==> src/sv/gblur_pkg.sv <==
`default_nettype none

package gblur_pkg;

	localparam int RADIUS     = 2;
	localparam int SPAN       = 2 * RADIUS + 1;
	localparam int LINES      = 2 * RADIUS;
	localparam int LANE_W     = $clog2(LINES);
	localparam int MAX_WIDTH  = 1024;
	localparam int MAX_HEIGHT = 4096;

	localparam int PIX_W  = 8;
	localparam int COL_W  = $clog2(MAX_WIDTH);
	localparam int ROW_W  = $clog2(MAX_HEIGHT);
	localparam int FW_W   = 11;
	localparam int FH_W   = 13;
	localparam int WGT_W  = 16;
	localparam int RES_W  = 16;

	// weight groups, one per distinct squared distance
	localparam int NGRP    = 6;
	localparam int GRP_W   = 3;
	localparam int GSUM_W  = PIX_W + 3;
	localparam int PROD_W  = GSUM_W + WGT_W;
	localparam int SUM_W   = 32;
	localparam int FRAC_SH = 8;

	localparam int CFG_IDX_W  = 4;
	localparam int CFG_DATA_W = 16;

	localparam logic [CFG_IDX_W-1:0] REG_FRAME_WIDTH  = 4'd0;
	localparam logic [CFG_IDX_W-1:0] REG_FRAME_HEIGHT = 4'd1;
	localparam logic [CFG_IDX_W-1:0] REG_WEIGHT_D0    = 4'd2;
	localparam logic [CFG_IDX_W-1:0] REG_WEIGHT_D1    = 4'd3;
	localparam logic [CFG_IDX_W-1:0] REG_WEIGHT_D2    = 4'd4;
	localparam logic [CFG_IDX_W-1:0] REG_WEIGHT_D4    = 4'd5;
	localparam logic [CFG_IDX_W-1:0] REG_WEIGHT_D5    = 4'd6;
	localparam logic [CFG_IDX_W-1:0] REG_WEIGHT_D8    = 4'd7;

	localparam logic [FW_W-1:0]  FRAME_WIDTH_RST  = 11'd640;
	localparam logic [FH_W-1:0]  FRAME_HEIGHT_RST = 13'd480;
	localparam logic [WGT_W-1:0] WEIGHT_D0_RST    = 16'd10317;
	localparam logic [WGT_W-1:0] WEIGHT_D1_RST    = 16'd7880;
	localparam logic [WGT_W-1:0] WEIGHT_D2_RST    = 16'd6018;
	localparam logic [WGT_W-1:0] WEIGHT_D4_RST    = 16'd2682;
	localparam logic [WGT_W-1:0] WEIGHT_D5_RST    = 16'd2049;
	localparam logic [WGT_W-1:0] WEIGHT_D8_RST    = 16'd695;

	typedef logic [LINES-1:0][PIX_W-1:0] lanes_t;
	typedef logic [NGRP-1:0][GSUM_W-1:0] gsum_t;
	typedef logic [NGRP-1:0][WGT_W-1:0]  weights_t;

	typedef struct packed {
		logic              we;
		logic              adv;
		logic [COL_W-1:0]  addr;
		logic [LANE_W-1:0] lane;
		logic [PIX_W-1:0]  wdata;
	} lb_req_t;

	typedef struct packed {
		logic [ROW_W-1:0] row;
		logic [COL_W-1:0] col;
		logic             done;
	} meta_t;

	// weight group of a tap; NGRP means no weight
	function automatic logic [GRP_W-1:0] grp_of(int dy, int dx);
		int d;
		d = dy * dy + dx * dx;
		case (d)
			0:       return GRP_W'(0);
			1:       return GRP_W'(1);
			2:       return GRP_W'(2);
			4:       return GRP_W'(3);
			5:       return GRP_W'(4);
			8:       return GRP_W'(5);
			default: return GRP_W'(NGRP);
		endcase
	endfunction

endpackage

`default_nettype wire

==> src/sv/gblur_mac.sv <==
`default_nettype none

module gblur_mac (
	input  logic                        clk,
	input  logic                        adv,
	input  gblur_pkg::gsum_t            gsum_s3,
	input  gblur_pkg::weights_t         weights,
	output logic [gblur_pkg::SUM_W-1:0] sum_s5
);

	logic [gblur_pkg::PROD_W-1:0] prod_s4 [gblur_pkg::NGRP];
	logic [gblur_pkg::SUM_W-1:0]  sum;

	always_comb begin
		sum = '0;
		for (int g = 0; g < gblur_pkg::NGRP; g++)
			sum = sum + gblur_pkg::SUM_W'(prod_s4[g]);
	end

	always_ff @(posedge clk) begin
		if (adv) begin
			for (int g = 0; g < gblur_pkg::NGRP; g++)
				prod_s4[g] <= gblur_pkg::PROD_W'(gsum_s3[g])
					* gblur_pkg::PROD_W'(weights[g]);
			sum_s5 <= sum;
		end
	end

endmodule

`default_nettype wire

==> config.mk <==
export PLATFORM = sky130hd
export DESIGN_NAME = gblur_mac
export DESIGN_NICKNAME = d
export VERILOG_FILES = /design/src/sv/gblur_pkg.sv /design/src/sv/gblur_mac.sv
export SDC_FILE = /design/constraint.sdc
export NUM_CORES = 2
export LEC_CHECK = 0
export BUFFER_PORTS_ARGS = -buffer_cell sky130_fd_sc_hd__buf_2
export CORE_ASPECT_RATIO = 1.5
export CORE_MARGIN = 2
export CORE_UTILIZATION = 65
export CTS_CLUSTER_DIAMETER = 60
export CTS_CLUSTER_SIZE = 28
export DETAILED_ROUTE_END_ITERATION = 8
export GPL_TIMING_DRIVEN = 0
export HOLD_SLACK_MARGIN = 0.05
export PLACE_DENSITY = 0.89
export SETUP_SLACK_MARGIN = 0.4
export SKIP_LAST_GASP = 1
export SLEW_MARGIN = 5
export SYNTH_ARGS = -nofsm -noshare
export SYNTH_HDL_FRONTEND = slang
export SYNTH_SLANG_ARGS = --single-unit
==> constraint.sdc <==
create_clock -name clk -period 6.9 [get_ports clk]
set_input_delay 0.345 -clock clk [delete_from_list [all_inputs] [get_ports clk]]
set_output_delay 0.345 -clock clk [all_outputs]
set_load 0.005 [all_outputs]
After elaboration in Yosys (flattened, before gate mapping)
Memory sizes are Yosys's and may differ from the RTL's.
Index checks and enable logic that the tools add are counted.

operators by class
  multiplexer cells = 2
  multiply operators = 6
  add/sub/neg operators = 5

operator list
  operator        number
  $mul 11x16->27  6
  $add 31x27->32  1
  $add 30x27->31  1
  $add 29x27->30  1
  $add 28x27->29  1
  $add 27x27->28  1
  $mux 1          2

word-level totals
  register bits = 32
  memories = 1
  bits in writable memories = 162
  bits of input ports = 164

memories
  name     depth  width  read ports  clocked after memory_dff  write ports  line             RTL
  prod_s4  6      27     6           0                         6            gblur_mac.sv:11  logic [gblur_pkg::PROD_W-1:0] prod_s4 [gblur_pkg::NGRP];

Longest topological paths before layout
  depth in word-level cells = 5
  gate-level depth with buffers = 23
  gate-level depth less buffers = 21

Worst setup path after synthesis
Ideal clock, no wire load.

  path kind = in2reg
  start = input gsum_s3[57] in the netlist's numbering
  end = memory prod_s4[5][24] in the netlist's numbering, data pin
  arrival time = 5420 ps
  setup time = 265 ps
  stages = 20
  slack = 1215 ps
  data required time = 6635 ps
  path buffers = 1
  path through = clkbuf_1 > nand2_1 > fa_1 > fa_1 > inv_1 > fa_1 > fa_1 > inv_1 > fa_1 > inv_1 > ha_1 > a41o_1 > a221oi_1 > nand2_1 > o31ai_1 > o21ai_0 > a21o_1 > a21oi_1 > o21ai_0 > xor2_1

RTL lines
  item         line             RTL
  from (decl)  gblur_mac.sv:6   input gblur_pkg::gsum_t gsum_s3,
  to (decl)    gblur_mac.sv:11

==> results.md <==
- The run finished with clean final reports.
- Averaged over all synthesized cells, the footprint is 9.499 µm².
- The clock tree synthesis step divided the H-tree into 4 levels.
- The most instantiated flip-flop cell in the synthesis netlist is edfxtp_1.
- The top achievable clock speed is about 160 MHz.
- The class of the tightest hold or removal check is input pin to register.
- Data on the critical path is required at its endpoint by ~7.1 ns.
- The Yosys step of the flow raised 0 warnings.
- Summed over all layers, the global routing overflow is 0.
- The biggest area contributor in the post-synthesis netlist is fa_1.
- The core area is 0.06576 mm².
- The number of hold buffers added after cts is 0.
- The mapped netlist covers 0.04333 mm².
- In this run the register-to-register setup slack is 1.80 ns.
- Pin placement for this block handled 196 I/O pins.
- The count of standard-cell rows is about 120.
- Counting flops with a built-in enable in the synthesized netlist gives between 150 and 200.
- Summed over all nets, the half-perimeter wirelength after detailed placement is 90330 µm.
- The proportion of synthesized chip area in sequential cells is 13.31%.
- Of the cells placed in the final design, the portion with a size suffix greater than 1 is 5.095%.
- The tool flagged a number of max-cap violations equal to 0.
- The slew of the pin with the lowest slew margin is just under 0.8 ns.
- The first global-routing pass estimated 177600 µm of wire.
- The origin of the critical flop-to-flop path is prod_s4[5][1].
- After clock tree synthesis, the setup repair step added 0 buffers.
- The pre-antenna-repair detailed-routing pass consisted of 6 iterations.
- The master of the slowest instance on the critical path is fa_1.
- The overall track demand over capacity in global routing is 32.97%.
- The floorplan die height is 320.2 µm.
- Synthesis inferred 192 register bits.
- The distinct cell type count after synthesis is 59.
- The buffer cell driving the clock tree root is clkbuf_16.
- The insertion delay to the later sink of the worst-skew pair is 0.45 ns.
- Setup total negative slack on the finished layout was measured at 0 ns.
- The number of fillers in the final layout is about 4.8k.
- In this run the tightest slew margin relative to its limit is 48.74%.
- The maximum clock skew at final layout is 0.01394 ns.
- The die is roughly 210 µm wide.
- The maximum fanout encountered on the critical timing path is 10.
- Routability-driven placement finished with a final weighted congestion of 0.9631.
- The final-report hold violation count came to 0.
- The clock slew at the register clock pins of the worst setup and hold paths is 0.09 ns.
- The most frequent cell on the critical path is fa_1.
- The type of the worst setup path is input pin to register.
- For this block, the routed nets add up to 107400 µm of wire.
- The count of unresolved DRC violations after routing is 0.
- The element type at the critical path end is a register.
- The beginning of the critical path is weights[87].
- The via count of the first global-routing pass came to 35.44k.
- The maximum clock insertion buffer count is 2.
- The count of port buffers added during placement is approximately 190.
- For this design, the sink count on the clock tree is 192.
- Once detail routing completed, the nets flagged for antenna violations numbered 0.
- The finished layout cell area is 0.04608 mm².
- The end of the critical path is prod_s4[5][24].
- The post-detailed-placement cell area is 0.04544 mm².
- Setup repair after global routing left no endpoint under its margin.
- After synthesis, the share of flip-flops with an asynchronous set or reset is 0%.
- Setup slack closes at 0.7395 ns.
- The number of antenna violations at the first check in global routing came to 5.
- Timing analysis after detailed placement gives a worst setup slack of 0.2147 ns.
- Entering global routing, the biggest net connects 100 pins.
- For this block, the initial DRC count from the detailed router was 2290.
- The period utilization is between 80% and 90%.
- The area enclosed by the die boundary is approximately 0.069 mm².
- The initial core utilization is 65.90%.
- Data arrives at the worst endpoint at 6.36 ns.
- For this block, the via count after detailed routing is 32.15k.
- The endpoint identified for the worst register-to-register timing path is sum_s5[28].
- Relative to the synthesized area, the layout overhead comes to 6.338%.
- Setup violations remaining at the end of the flow were counted as 0.
- The detailed-route wire length per cell is 18.95 µm.
- The final max-slew violation count came to 0.
- The share of the synthesized area in the top cell type is 39.64%.
- Clock tree synthesis inserted a total of 17 buffers.
- The delay of the slowest cell on the worst path is 0.56 ns.
- Walking the worst path, the cells encountered are buf_2 -> clkbuf_1 -> nand2_1 -> fa_1 -> inv_1 -> fa_1 -> fa_1 -> fa_1 -> inv_1 -> fa_1 -> inv_1 -> ha_1 -> a41o_1 -> a221oi_1 -> nand2_1 -> o31ai_1 -> o21ai_0 -> a21o_1 -> a21oi_1 -> o21ai_0 -> xor2_1.
- After detailed routing, the number of vias per cell comes to ~5.7.
- In the post-synthesis netlist, the biggest area contributors are fa_1, edfxtp_1, ha_1.
- The total number of nets in the final design is 6215.
- The final period demand of the worst path is 6.160 ns.
- The worst register-to-register path has a depth of 19.
- The kind of launch point of the worst setup path is an input pin.
- TritonCTS built the clock tree.
- The cell count after synthesis came out at roughly 4.6k.
[per-stage QoR]
stage / utilization, % / instances / hold WS [ns]
after detailed placement: 69.10 / 5634 / 0.6542
after floorplan: - / 4563 / 0.4575
after global placement: 69.04 / 5633 / 0.6497
after CTS: 70.05 / 5666 / 0.1836
after global routing: 70.07 / 5668 / 0.1894
final: 70.08 / 5669 / 0.2002
[logic make-up after synthesis]
kind of cell    Yosys count  share of synthesized area, %
fa+ha+maj              1275                         51.68
buf+inv                1227                         10.65
flops                   192                         13.31
compound gates          387                         5.838
xor+xnor                155                         3.133
other cells               1                      0.008654
simple gates           1324                         15.37
mux                       1                       0.02310
[area by class of cell]
class | count | area (µm²) | area share [%]
Timing Repair Buffer | 194 | 1003 | 2.178
Clock buffer | 17 | 425.4 | 0.9232
Antenna cell | 3 | 7.507 | 0.01629
Tap cell | 877 | 1097 | 2.381
Clock inverter | 15 | 201.4 | 0.4372
Inverter | 1055 | 3960 | 8.594
Multi-Input combinational cell | 3144 | 32960 | 71.52
Buffer | 172 | 660.6 | 1.434
Sequential cell | 192 | 5766 | 12.51
[registers in the layout (all words and copies together), names as in the netlist]
register  count
sum_s5       30
prod_s4     162
[layout by cell type (no fill, tap or decap), drive strengths merged, types with 5 or more instances in the layout]
| cell type | count |
|---|---|
| inv | 1062 |
| fa | 858 |
| nand2 | 564 |
| and2 | 555 |
| ha | 417 |
| buf | 196 |
| edfxtp | 192 |
| clkbuf | 187 |
| a21oi | 123 |
| xnor2 | 116 |
| a21o | 76 |
| nor2 | 74 |
| o21ai | 61 |
| xor2 | 39 |
| nand3 | 24 |
| nor2b | 23 |
| o21a | 21 |
| nor3 | 17 |
| and3 | 15 |
| nand2b | 15 |
| nand4 | 14 |
| a31oi | 12 |
| o21bai | 11 |
| a211oi | 10 |
| o31ai | 10 |
| o22ai | 9 |
| o211ai | 6 |
| and4 | 6 |
| clkinv | 6 |
| or2 | 5 |
| a221o | 5 |
| or3 | 5 |
[worst max-delay path: cells and delay by family]
kind | cells | cell delay [ns]
fa+ha+maj | 6 | 2.84
compound gates | 7 | 2.06
simple gates | 2 | 0.25
xor+xnor | 1 | 0.16
buf+inv | 5 | 0.70
[what timing repair did]
item                                   in CTS  in global routing
resized for setup                           0                 12
setup endpoints to repair                   0                  2
endpoints found under the hold margin       0                  0
[Yosys cell counts (24+ instances only)]
cell	n
o21ai_0	59
nor2_1	74
a21o_1	76
xor2_1	39
nand2_1	564
and2_1	555
nand3_1	24
clkbuf_1	170
inv_1	1055
ha_1	417
a21oi_1	122
edfxtp_1	192
fa_1	858
xnor2_1	116
[worst min path at each step]
stage / cells after the start / end / slack (ns) / start
2_1_floorplan: 0 / prod_s4[0][0] / 0.46 / adv
3_3_place_gp: 2 / prod_s4[1][0] / 0.65 / weights[16]
3_5_place_dp: 2 / prod_s4[1][0] / 0.65 / weights[16]
4_1_cts: 2 / prod_s4[1][0] / 0.18 / weights[16]
5_1_grt: 2 / prod_s4[1][0] / 0.19 / weights[16]
6_report: 2 / prod_s4[1][0] / 0.20 / weights[16]
[routing by layer]
| metal | up-vias | wire, µm | global-route usage (%) |
|---|---|---|---|
| li1 | 14223 | - | - |
| met1 | 16129 | 37130 | 37.25 |
| met2 | 1352 | 56040 | 59.35 |
| met3 | 448 | 6204 | 4.021 |
| met4 | 2 | 8033 | 20.51 |
| met5 | - | 7 | 0 |
Power is not shown: default switching activity piles up to over one toggle a cycle in this logic, so the estimate is an artifact.
