$ cat src/sv/gblur_pkg.sv
`default_nettype none

package gblur_pkg;

	localparam int RADIUS     = 2;
	localparam int SPAN       = 2 * RADIUS + 1;
	localparam int LINES      = 2 * RADIUS;
	localparam int LANE_W     = $clog2(LINES);
	localparam int MAX_WIDTH  = 1024;
	localparam int MAX_HEIGHT = 4096;

	localparam int PIX_W  = 8;
	localparam int COL_W  = $clog2(MAX_WIDTH);
	localparam int ROW_W  = $clog2(MAX_HEIGHT);
	localparam int FW_W   = 11;
	localparam int FH_W   = 13;
	localparam int WGT_W  = 16;
	localparam int RES_W  = 16;

	// weight groups, one per distinct squared distance
	localparam int NGRP    = 6;
	localparam int GRP_W   = 3;
	localparam int GSUM_W  = PIX_W + 3;
	localparam int PROD_W  = GSUM_W + WGT_W;
	localparam int SUM_W   = 32;
	localparam int FRAC_SH = 8;

	localparam int CFG_IDX_W  = 4;
	localparam int CFG_DATA_W = 16;

	localparam logic [CFG_IDX_W-1:0] REG_FRAME_WIDTH  = 4'd0;
	localparam logic [CFG_IDX_W-1:0] REG_FRAME_HEIGHT = 4'd1;
	localparam logic [CFG_IDX_W-1:0] REG_WEIGHT_D0    = 4'd2;
	localparam logic [CFG_IDX_W-1:0] REG_WEIGHT_D1    = 4'd3;
	localparam logic [CFG_IDX_W-1:0] REG_WEIGHT_D2    = 4'd4;
	localparam logic [CFG_IDX_W-1:0] REG_WEIGHT_D4    = 4'd5;
	localparam logic [CFG_IDX_W-1:0] REG_WEIGHT_D5    = 4'd6;
	localparam logic [CFG_IDX_W-1:0] REG_WEIGHT_D8    = 4'd7;

	localparam logic [FW_W-1:0]  FRAME_WIDTH_RST  = 11'd640;
	localparam logic [FH_W-1:0]  FRAME_HEIGHT_RST = 13'd480;
	localparam logic [WGT_W-1:0] WEIGHT_D0_RST    = 16'd10317;
	localparam logic [WGT_W-1:0] WEIGHT_D1_RST    = 16'd7880;
	localparam logic [WGT_W-1:0] WEIGHT_D2_RST    = 16'd6018;
	localparam logic [WGT_W-1:0] WEIGHT_D4_RST    = 16'd2682;
	localparam logic [WGT_W-1:0] WEIGHT_D5_RST    = 16'd2049;
	localparam logic [WGT_W-1:0] WEIGHT_D8_RST    = 16'd695;

	typedef logic [LINES-1:0][PIX_W-1:0] lanes_t;
	typedef logic [NGRP-1:0][GSUM_W-1:0] gsum_t;
	typedef logic [NGRP-1:0][WGT_W-1:0]  weights_t;

	typedef struct packed {
		logic              we;
		logic              adv;
		logic [COL_W-1:0]  addr;
		logic [LANE_W-1:0] lane;
		logic [PIX_W-1:0]  wdata;
	} lb_req_t;

	typedef struct packed {
		logic [ROW_W-1:0] row;
		logic [COL_W-1:0] col;
		logic             done;
	} meta_t;

	// weight group of a tap; NGRP means no weight
	function automatic logic [GRP_W-1:0] grp_of(int dy, int dx);
		int d;
		d = dy * dy + dx * dx;
		case (d)
			0:       return GRP_W'(0);
			1:       return GRP_W'(1);
			2:       return GRP_W'(2);
			4:       return GRP_W'(3);
			5:       return GRP_W'(4);
			8:       return GRP_W'(5);
			default: return GRP_W'(NGRP);
		endcase
	endfunction

endpackage

`default_nettype wire

$ cat src/sv/gblur_window.sv
`default_nettype none

module gblur_window (
	input  logic                         clk,
	input  logic                         arst_n,
	input  logic                         adv,
	input  logic                         shift,
	input  gblur_pkg::lanes_t            lanes_s1,
	input  logic [gblur_pkg::LANE_W-1:0] lane_s1,
	input  logic [gblur_pkg::PIX_W-1:0]  px_s1,
	output gblur_pkg::gsum_t             gsum_s3
);

	logic [gblur_pkg::PIX_W-1:0] taps_q [gblur_pkg::SPAN][gblur_pkg::SPAN];
	logic [gblur_pkg::PIX_W-1:0] col    [gblur_pkg::SPAN];
	gblur_pkg::gsum_t            gsum;

	// oldest line first; newest pixel at the bottom
	always_comb begin
		for (int i = 0; i < gblur_pkg::LINES; i++)
			col[i] = lanes_s1[lane_s1 + gblur_pkg::LANE_W'(i)];
		col[gblur_pkg::LINES] = px_s1;
	end

	always_ff @(posedge clk or negedge arst_n) begin
		if (!arst_n) begin
			for (int i = 0; i < gblur_pkg::SPAN; i++)
				for (int j = 0; j < gblur_pkg::SPAN; j++)
					taps_q[i][j] <= '0;
		end else if (adv && shift) begin
			for (int i = 0; i < gblur_pkg::SPAN; i++) begin
				for (int j = 0; j + 1 < gblur_pkg::SPAN; j++)
					taps_q[i][j] <= taps_q[i][j+1];
				taps_q[i][gblur_pkg::SPAN-1] <= col[i];
			end
		end
	end

	// taps sharing a weight are added before the multiply
	always_comb begin
		for (int g = 0; g < gblur_pkg::NGRP; g++) begin
			gsum[g] = '0;
			for (int i = 0; i < gblur_pkg::SPAN; i++)
				for (int j = 0; j < gblur_pkg::SPAN; j++)
					if (gblur_pkg::grp_of(i - gblur_pkg::RADIUS, j - gblur_pkg::RADIUS)
						== gblur_pkg::GRP_W'(g))
						gsum[g] = gsum[g] + gblur_pkg::GSUM_W'(taps_q[i][j]);
		end
	end

	always_ff @(posedge clk) begin
		if (adv)
			gsum_s3 <= gsum;
	end

endmodule

`default_nettype wire

$ cat config.mk
export PLATFORM = sky130hd
export DESIGN_NAME = gblur_window
export DESIGN_NICKNAME = d
export VERILOG_FILES = /design/src/sv/gblur_pkg.sv /design/src/sv/gblur_window.sv
export SDC_FILE = /design/constraint.sdc
export NUM_CORES = 1
export LEC_CHECK = 0
export ABC_AREA = 1
export BUFFER_PORTS_ARGS = -buffer_cell sky130_fd_sc_hd__clkbuf_2
export CAP_MARGIN = 20
export CORE_UTILIZATION = 30
export DETAILED_ROUTE_END_ITERATION = 6
export GPL_ROUTABILITY_DRIVEN = 1
export HOLD_SLACK_MARGIN = 0.1
export PLACE_DENSITY = 0.53
export SYNTH_ARGS = -nofsm -noshare
export SYNTH_HDL_FRONTEND = slang
export SYNTH_SLANG_ARGS = --single-unit
$ cat constraint.sdc
create_clock -name clk -period 4.1 [get_ports clk]
set_input_delay 0.205 -clock clk [delete_from_list [all_inputs] [get_ports clk]]
set_output_delay 0.205 -clock clk [all_outputs]
set_load 0.02 [all_outputs]
# Yosys cells after proc, flatten, opt, wreduce, memory -nomap -nowiden

Index checks and enable logic that the tools add are counted.

Flip-flop bits (word level): 263
Input bits: 46
Output and inout bits: 66
Word-level logic and storage cells: 66

$add $sub $neg: 22
Magnitude comparators: 4
Muxes and demuxes: 8
Reduce and logical (&&, ||, !) cells: 1

Operators by type and width:

| operator                                                                     | count |
|---|---|
| 11-bit by 8-bit adder with 11-bit output                                     | 10 |
| 8-bit binary-select mux with 2-bit select                                    | 4 |
| 8-bit by 8-bit adder with 9-bit output                                       | 5 |
| 8-bit 2-to-1 mux                                                             | 4 |
| 10-bit by 8-bit adder with 11-bit output                                     | 2 |
| 9-bit by 8-bit adder with 10-bit output                                      | 2 |
| 2-bit by 3-bit less-than comparator with 1-bit output, second input constant | 4 |
| 2-bit adder, second input constant                                           | 2 |
| 2-bit by 1-bit adder with 2-bit output, second input constant                | 1 |
| 1-bit logical AND                                                            | 1 |

# Logic depth before layout (Yosys ltp)

Gate-level depths: netlist (run 1).

Depth in word-level cells: 7
Mapped depth: 20
Depth with buffers taken out: 20

# Worst setup path before layout (run 1)

Ideal clock, no wire load.

Path kind: register to register
From: register taps_q[10] (netlist bit)
To: register gsum_s3[53] (netlist bit) (data pin)
Setup time: 0.252 ns
Data arrival time: 3.601 ns
Required time: 3.848 ns
Setup slack: 0.246 ns
Cell stages (with the launch flop): 13
Buffers on the path: 0
Clock period less this slack: 3.854 ns
Cell sequence: dfrtp_1 inv_1 fa_1 inv_1 fa_1 fa_1 inv_1 fa_1 fa_1 o21ai_0 nand4_1 nand3_1 nand2_1

RTL lines:

| what                             | line               | RTL |
|---|---|---|
| start: declaration               | gblur_window.sv:14 | `logic [gblur_pkg::PIX_W-1:0] taps_q [gblur_pkg::SPAN][gblur_pkg::SPAN];` |
| start signal: indexed assignment | gblur_window.sv:33 | `taps_q[i][j] <= taps_q[i][j+1];` |
| start signal: indexed assignment | gblur_window.sv:34 | `taps_q[i][gblur_pkg::SPAN-1] <= col[i];` |
| end signal: assignment           | gblur_window.sv:53 | `gsum_s3 <= gsum;` |
| end: declaration                 | gblur_window.sv:11 | `output gblur_pkg::gsum_t gsum_s3` |

==> results of run 1 <==
## area by class of cell
type,instances,area [sq um],area share (%)
Sequential cell,260,6810,38.4
Multi-Input combinational cell,1090,7130,40.3
Clock buffer,43,882,4.98
Timing Repair Buffer,145,952,5.38
Tap cell,672,841,4.75
Inverter,273,1030,5.80
Clock inverter,10,67.6,0.382
## through the flow
step	utilization, %	power [mW]	area [sq um]	instances	hold slack (ns)
final	35.4	14.9	17700	2493	0.113
after global routing	35.4	16.4	17700	2493	0.139
after CTS	35.3	14.9	17700	2493	0.105
after detailed placement	32.8	12.2	16400	2409	0.295
after global placement	32.8	12.2	16400	2409	0.282
after floorplan	-	9.89	15200	1681	-0.0906
## cell usage in the layout (no fill, tap or decap), drive strengths merged, types with 20 or more instances in the layout
master	n
xor2	34
mux2i	28
dfrtp	200
inv	274
dlygate4sd3	31
a21oi	36
fa	79
nand4	21
ha	86
xnor2	20
edfxtp	60
o21ai	141
clkbuf	147
nand3	73
nand2	512
## what timing repair did
action / in CTS / in global routing
endpoints found under the setup margin: 0 / 6
resized for setup: 0 / 10
endpoints found under the hold margin: 93 / 0
hold buffers: 31 / 0
## where the power goes
group / switching (mW) / internal [mW] / leakage [nW]
logic: 5.04 / 3.10 / 5.44
clock network: 1.11 / 1.49 / 0.458
registers: 0.405 / 3.74 / 3.14
## worst max-delay path by stage
stage | to | startpoint
floorplan | gsum_s3[53] | taps_q[10]
global placement | gsum_s3[53] | taps_q[10]
detailed placement | gsum_s3[53] | taps_q[10]
CTS | gsum_s3[53] | taps_q[10]
global route | gsum_s3[53] | taps_q[14]
finish | gsum_s3[53] | taps_q[14]
## worst register-to-register path, delay by kind of cell, from the launching register on
family,cells,cell delay [ns]
adder cells (fa/ha/maj),5,2.43
AO/OA/AOI/OAI,2,0.34
AND/OR/NAND/NOR,3,0.17
buffers and inverters,5,0.34
flip-flops,1,0.35
## sequential cells by signal (all words and copies together), names as in the netlist
name     count
taps_q     200
gsum_s3     60
## metal layers
metal / up-vias / global-route usage [%] / wire length (microns)
met5: - / 0 / 0
met4: 0 / 3.44 / 546
met3: 40 / 1.90 / 1550
met2: 180 / 25.2 / 17900
met1: 5356 / 21.8 / 18300
li1: 5526 / - / -
## logic make-up after synthesis
logic type | Yosys count | synth area share [%]
other cells | 1 | 0.0247
xor+xnor | 54 | 3.24
buf+inv | 331 | 8.61
compound gates | 211 | 7.46
simple gates | 626 | 16.5
flops | 260 | 44.8
mux | 28 | 1.85
fa+ha+maj | 165 | 17.5
==> results_dict.tcl, run 1 <==
set metrics [dict create \
    totalWireLength_microns 38300 \
    grt_pass1_wl_microns 61500 \
    irDropWorstVdd_uv 487 \
    crit_family "adder cells" \
    synth_top_area_cell "dfrtp_1" \
    cts_tree "yes" \
    reg2regPathDepth 15 \
    portBuffers 105 \
    cp.depth 15 \
    synth_commonest_cells "nand2_1, inv_1, dfrtp_1" \
    rows 82 \
    r2r_start "taps_q[14]" \
    worst_slew_pin_slew_ns 1.02 \
    hold_viol 0 \
    synth_cell_type_count 30 \
    htree_num_levels 1 \
    via_per_inst 4.45 \
    synthCells 1676 \
    yosysWarningCount 0 \
    gp_congestion 0.836 \
    hold_start "lanes_s1[2]" \
    hold_end "taps_q[82]" \
    crit_type "reg2reg" \
    synth_area_sq_um 15200 \
    finalSetupTns_ns 0 \
    fmaxAchievable_mhz 258 \
    antenna_found_initial 3 \
    p_leak_nw 9.04 \
    crit_path_top_delay_cell "fa_1" \
    drc_errors 0 \
    maxCapViolations 0 \
    hpwl_microns 29100 \
    grt_pass1_vias 11100 \
    crit_buf_inv 5 \
    clk_pin_slew_ns 0.06 \
    synth_most_common_cell "nand2_1" \
    drt_first_pass_iters 6 \
    clock_sinks 260 \
    fillCellCount 5256 \
    grt_max_degree 229 \
    insertedDiodeCount 0 \
    fin_ws_ns 0.230 \
    maxSlewViolCount 0 \
    reg2reg_setup_slack_ns 0.23 \
    rsz0062_at_grt "false" \
    die_height_microns 227 \
    fin_nets 2011 \
    avgRoutedWirePerCell_microns 15.4 \
    initialDrtViolationCount 621 \
    endpoint_kind "register" \
    crit_arrival_ns 4.19 \
    setup_viol 0 \
    hold_class "in2reg" \
    period_minus_slack_ns 3.87 \
    relSlewSlack_pct 32.2 \
    track_usage_pct 15.4 \
    critPathRequiredTime_ns 4.42 \
    drtAntennaViolNets 0 \
    synth_top_area_share_pct 33.0 \
    r2r_end "gsum_s3[53]" \
    period_share_pct 94.4 \
    core_sq_um 50100 \
    dr_total_vias 11100 \
    ys_seq_elements 260 \
    dp_slack_ns 0.0222 \
    cts-root-buf "clkbuf_16" \
    async_flop_share_pct 76.9 \
    cts_setup_buffers 0 \
    whs_path_depth 5 \
    synth_edf_count 60 \
    crit_path_max_incr_delay_ns 0.55 \
    start_util_pct 30.3 \
    pwr_density_cell_nw_per_um2 841 \
    status "finished, final reports clean" \
    skew_ns 0.0114 \
    gr-total-overflow 0 \
    drive_above_1_share_pct 9.28 \
    critPathMaxFanout 3 \
    synth_area_leaders "dfrtp_1, nand2_1, edfxtp_1" \
    cp-start-kind "register" \
    worstSkewPairLatency_ns 0.56 \
    avgSynthCellArea_sq_um 9.06 \
    die_w_microns 227 \
    synthFlopType "dfrtp_1" \
    clk_path_buf_depth 3 \
    path_cells "inv_1 -> fa_1 -> inv_1 -> fa_1 -> inv_1 -> fa_1 -> fa_1 -> inv_1 -> ha_1 -> inv_1 -> o21ai_0 -> a31oi_1 -> nand2_1 -> nand2_1 -> nand2_1" \
    cp_common_cell "inv_1" \
    synth-seq-area-share_pct 44.8 \
    cts_buffers 30 \
    num_io_pins 112 \
    dieArea_sq_um 51500 \
    syn_to_final_growth_pct 16.6 \
]
No activity file was read; power rests on OpenSTA's default activity.
==> run 2, diff against run 1 <==
Settings changed: REMOVE_ABC_BUFFERS set to 1.
==> run 2 against run 1 <==
Against the previous run:
- worst setup slack lost 0.068 ns
- clock power grew 2%
- sequential share of layout area shrank 0.35 points
- clock skew grew 0.0043 ns
- non-clock buffer count grew 21
- via count grew 0.79%
- global-route usage is essentially flat
- design area grew 0.92%
- fmax shrank 1.7%
- combinational power shrank 2%
==> results_dict.tcl, run 2 (synthesis gave the netlist of run 1 again) <==
set metrics [dict create \
    die_w_microns 227 \
    gp_congestion 0.850 \
    start_util_pct 30.3 \
    fmaxAchievable_mhz 254 \
    grt_pass1_wl_microns 61400 \
    die_height_microns 227 \
    crit_type "reg2reg" \
    irDropWorstVdd_uv 687 \
    regMostFlops "taps_q" \
    grt_max_degree 229 \
    track_usage_pct 15.4 \
    r2r_end "gsum_s3[54]" \
    status "finished, final reports clean" \
    cts-root-buf "clkbuf_16" \
    htree_num_levels 1 \
    gr-total-overflow 0 \
    core_sq_um 50100 \
    path_cells "inv_1 -> fa_1 -> inv_1 -> fa_1 -> fa_1 -> inv_1 -> fa_1 -> inv_1 -> ha_1 -> nand2_1 -> nor2_1 -> o21ai_0 -> nand3_1 -> nand2_1 -> nand2_1" \
    dp_slack_ns 0.0386 \
    r2r_start "taps_q[12]" \
    drive_above_1_share_pct 9.00 \
    cp-start-kind "register" \
    clock_sinks 260 \
    cts_tree "yes" \
    drt_first_pass_iters 5 \
    maxSlewViolCount 0 \
    num_io_pins 112 \
    hold_start "lanes_s1[22]" \
    hold_class "in2reg" \
    fin_ws_ns 0.161 \
    maxCapViolations 0 \
    finalNonFillerCells 2516 \
    clk_pin_slew_ns 0.06 \
    antenna_found_initial 0 \
    relSlewSlack_pct 24.3 \
    setup_viol 0 \
    fin_nets 2033 \
    crit_path_max_incr_delay_ns 0.54 \
    cts_buffers 31 \
    reg2reg_setup_slack_ns 0.16 \
    worstSkewPairLatency_ns 0.57 \
    whs_path_depth 5 \
    dieArea_sq_um 51500 \
    crit_arrival_ns 4.27 \
    totalWireLength_microns 38800 \
    whs_ns 0.0813 \
    period_minus_slack_ns 3.94 \
    fillCellCount 5186 \
    drtAntennaViolNets 0 \
    p_leak_nw 9.13 \
    portBuffers 105 \
    top_regs "taps_q: 200 flops, gsum_s3: 60 flops" \
    syn_to_final_growth_pct 17.7 \
    rows 82 \
    worst_slew_pin_slew_ns 1.14 \
    critPathMaxFanout 4 \
    place_inst 2411 \
    final_area_sq_um 17900 \
    via_per_inst 4.45 \
    hold_viol 0 \
    dr_total_vias 11200 \
    reg2regPathDepth 15 \
    initialDrtViolationCount 786 \
    crit_path_top_delay_cell "fa_1" \
    final_common_cell "nand2_1" \
    final_cell_mix "nand2_1, inv_1, dfrtp_1" \
    drc_errors 0 \
    final_core_util_pct 35.7 \
    grt_pass1_vias 10900 \
    hold_end "taps_q[166]" \
    avgRoutedWirePerCell_microns 15.4 \
    postPlaceCellArea_sq_um 16400 \
    critPathRequiredTime_ns 4.43 \
    clk_path_buf_depth 3 \
    skew_ns 0.0158 \
    period_share_pct 96.1 \
    hpwl_microns 28700 \
    largest_reg_flops 200 \
    insertedDiodeCount 0 \
    pwr_density_cell_nw_per_um2 825 \
    endpoint_kind "register" \
]
[run 2: cell types whose count changed in the layout (fill, tap and decap cells not counted), moves of 2 or more]
| cell | before | now |
|---|---|---|
| buf_12 | 3 | 1 |
| buf_4 | 7 | 11 |
| clkbuf_1 | 7 | 11 |
| clkinv_2 | 3 | 5 |
| clkinv_4 | 2 | 0 |
| clkinvlp_4 | 3 | 1 |
| dlygate4sd3_1 | 31 | 50 |
[run 2: worst max-delay path by stage]
stage,start,to,slack [ns]
2_1_floorplan,shift,taps_q[160],-2.25
3_3_place_gp,taps_q[10],gsum_s3[53],0.06
3_5_place_dp,taps_q[10],gsum_s3[53],0.04
4_1_cts,taps_q[10],gsum_s3[53],0.04
5_1_grt,taps_q[11],gsum_s3[54],-0.0004
6_report,taps_q[12],gsum_s3[54],0.16
[run 2: stage by stage]
| stage | TNS, ns | power, mW |
|---|---|---|
| after floorplan | -256.63 | 9.87 |
| after global placement | 0 | 12.0 |
| after detailed placement | 0 | 12.1 |
| after CTS | 0 | 14.9 |
| after global routing | -0.000379 | 16.2 |
| final | 0 | 14.7 |
[run 2: repair_timing]
item | 4_1_cts | 5_1_grt
hold buffers | 50 | 0
gates resized for setup | 0 | 4
hold endpoints to repair | 153 | 0
setup buffers | 0 | 0
setup endpoints to repair | 0 | 6
[run 2: area by class of cell]
cell class	count	area, sq um	share of cell area, %
inverters	273	1030	5.75
clock inverters	8	68.8	0.385
well taps	672	841	4.71
flip-flops and latches	260	6810	38.1
repair buffers	166	1130	6.34
clock buffers	47	886	4.96
multi-input cells	1090	7100	39.8
[run 2: layer usage]
layer | global-route usage [%] | wire length, microns | vias to the layer above
met5 | 0 | 0 | -
met4 | 3.44 | 641 | 0
met3 | 1.63 | 2070 | 45
met2 | 24.1 | 17200 | 221
met1 | 22.9 | 18900 | 5352
li1 | - | - | 5572
[run 2: power breakdown]
group | internal [mW] | switching [mW] | leakage, nW
Sequential | 3.74 | 0.405 | 3.14
Clock | 1.54 | 1.11 | 0.469
Combinational | 3.05 | 4.90 | 5.51
[run 2: worst max-delay path: cells and delay by family (launching register included)]
family / cells / cell delay [ns]
DFF: 1 / 0.36
AOI/OAI and AO/OA: 1 / 0.22
adders and majority gates: 5 / 2.46
buffers and inverters: 4 / 0.24
and+or+nand+nor: 5 / 0.43
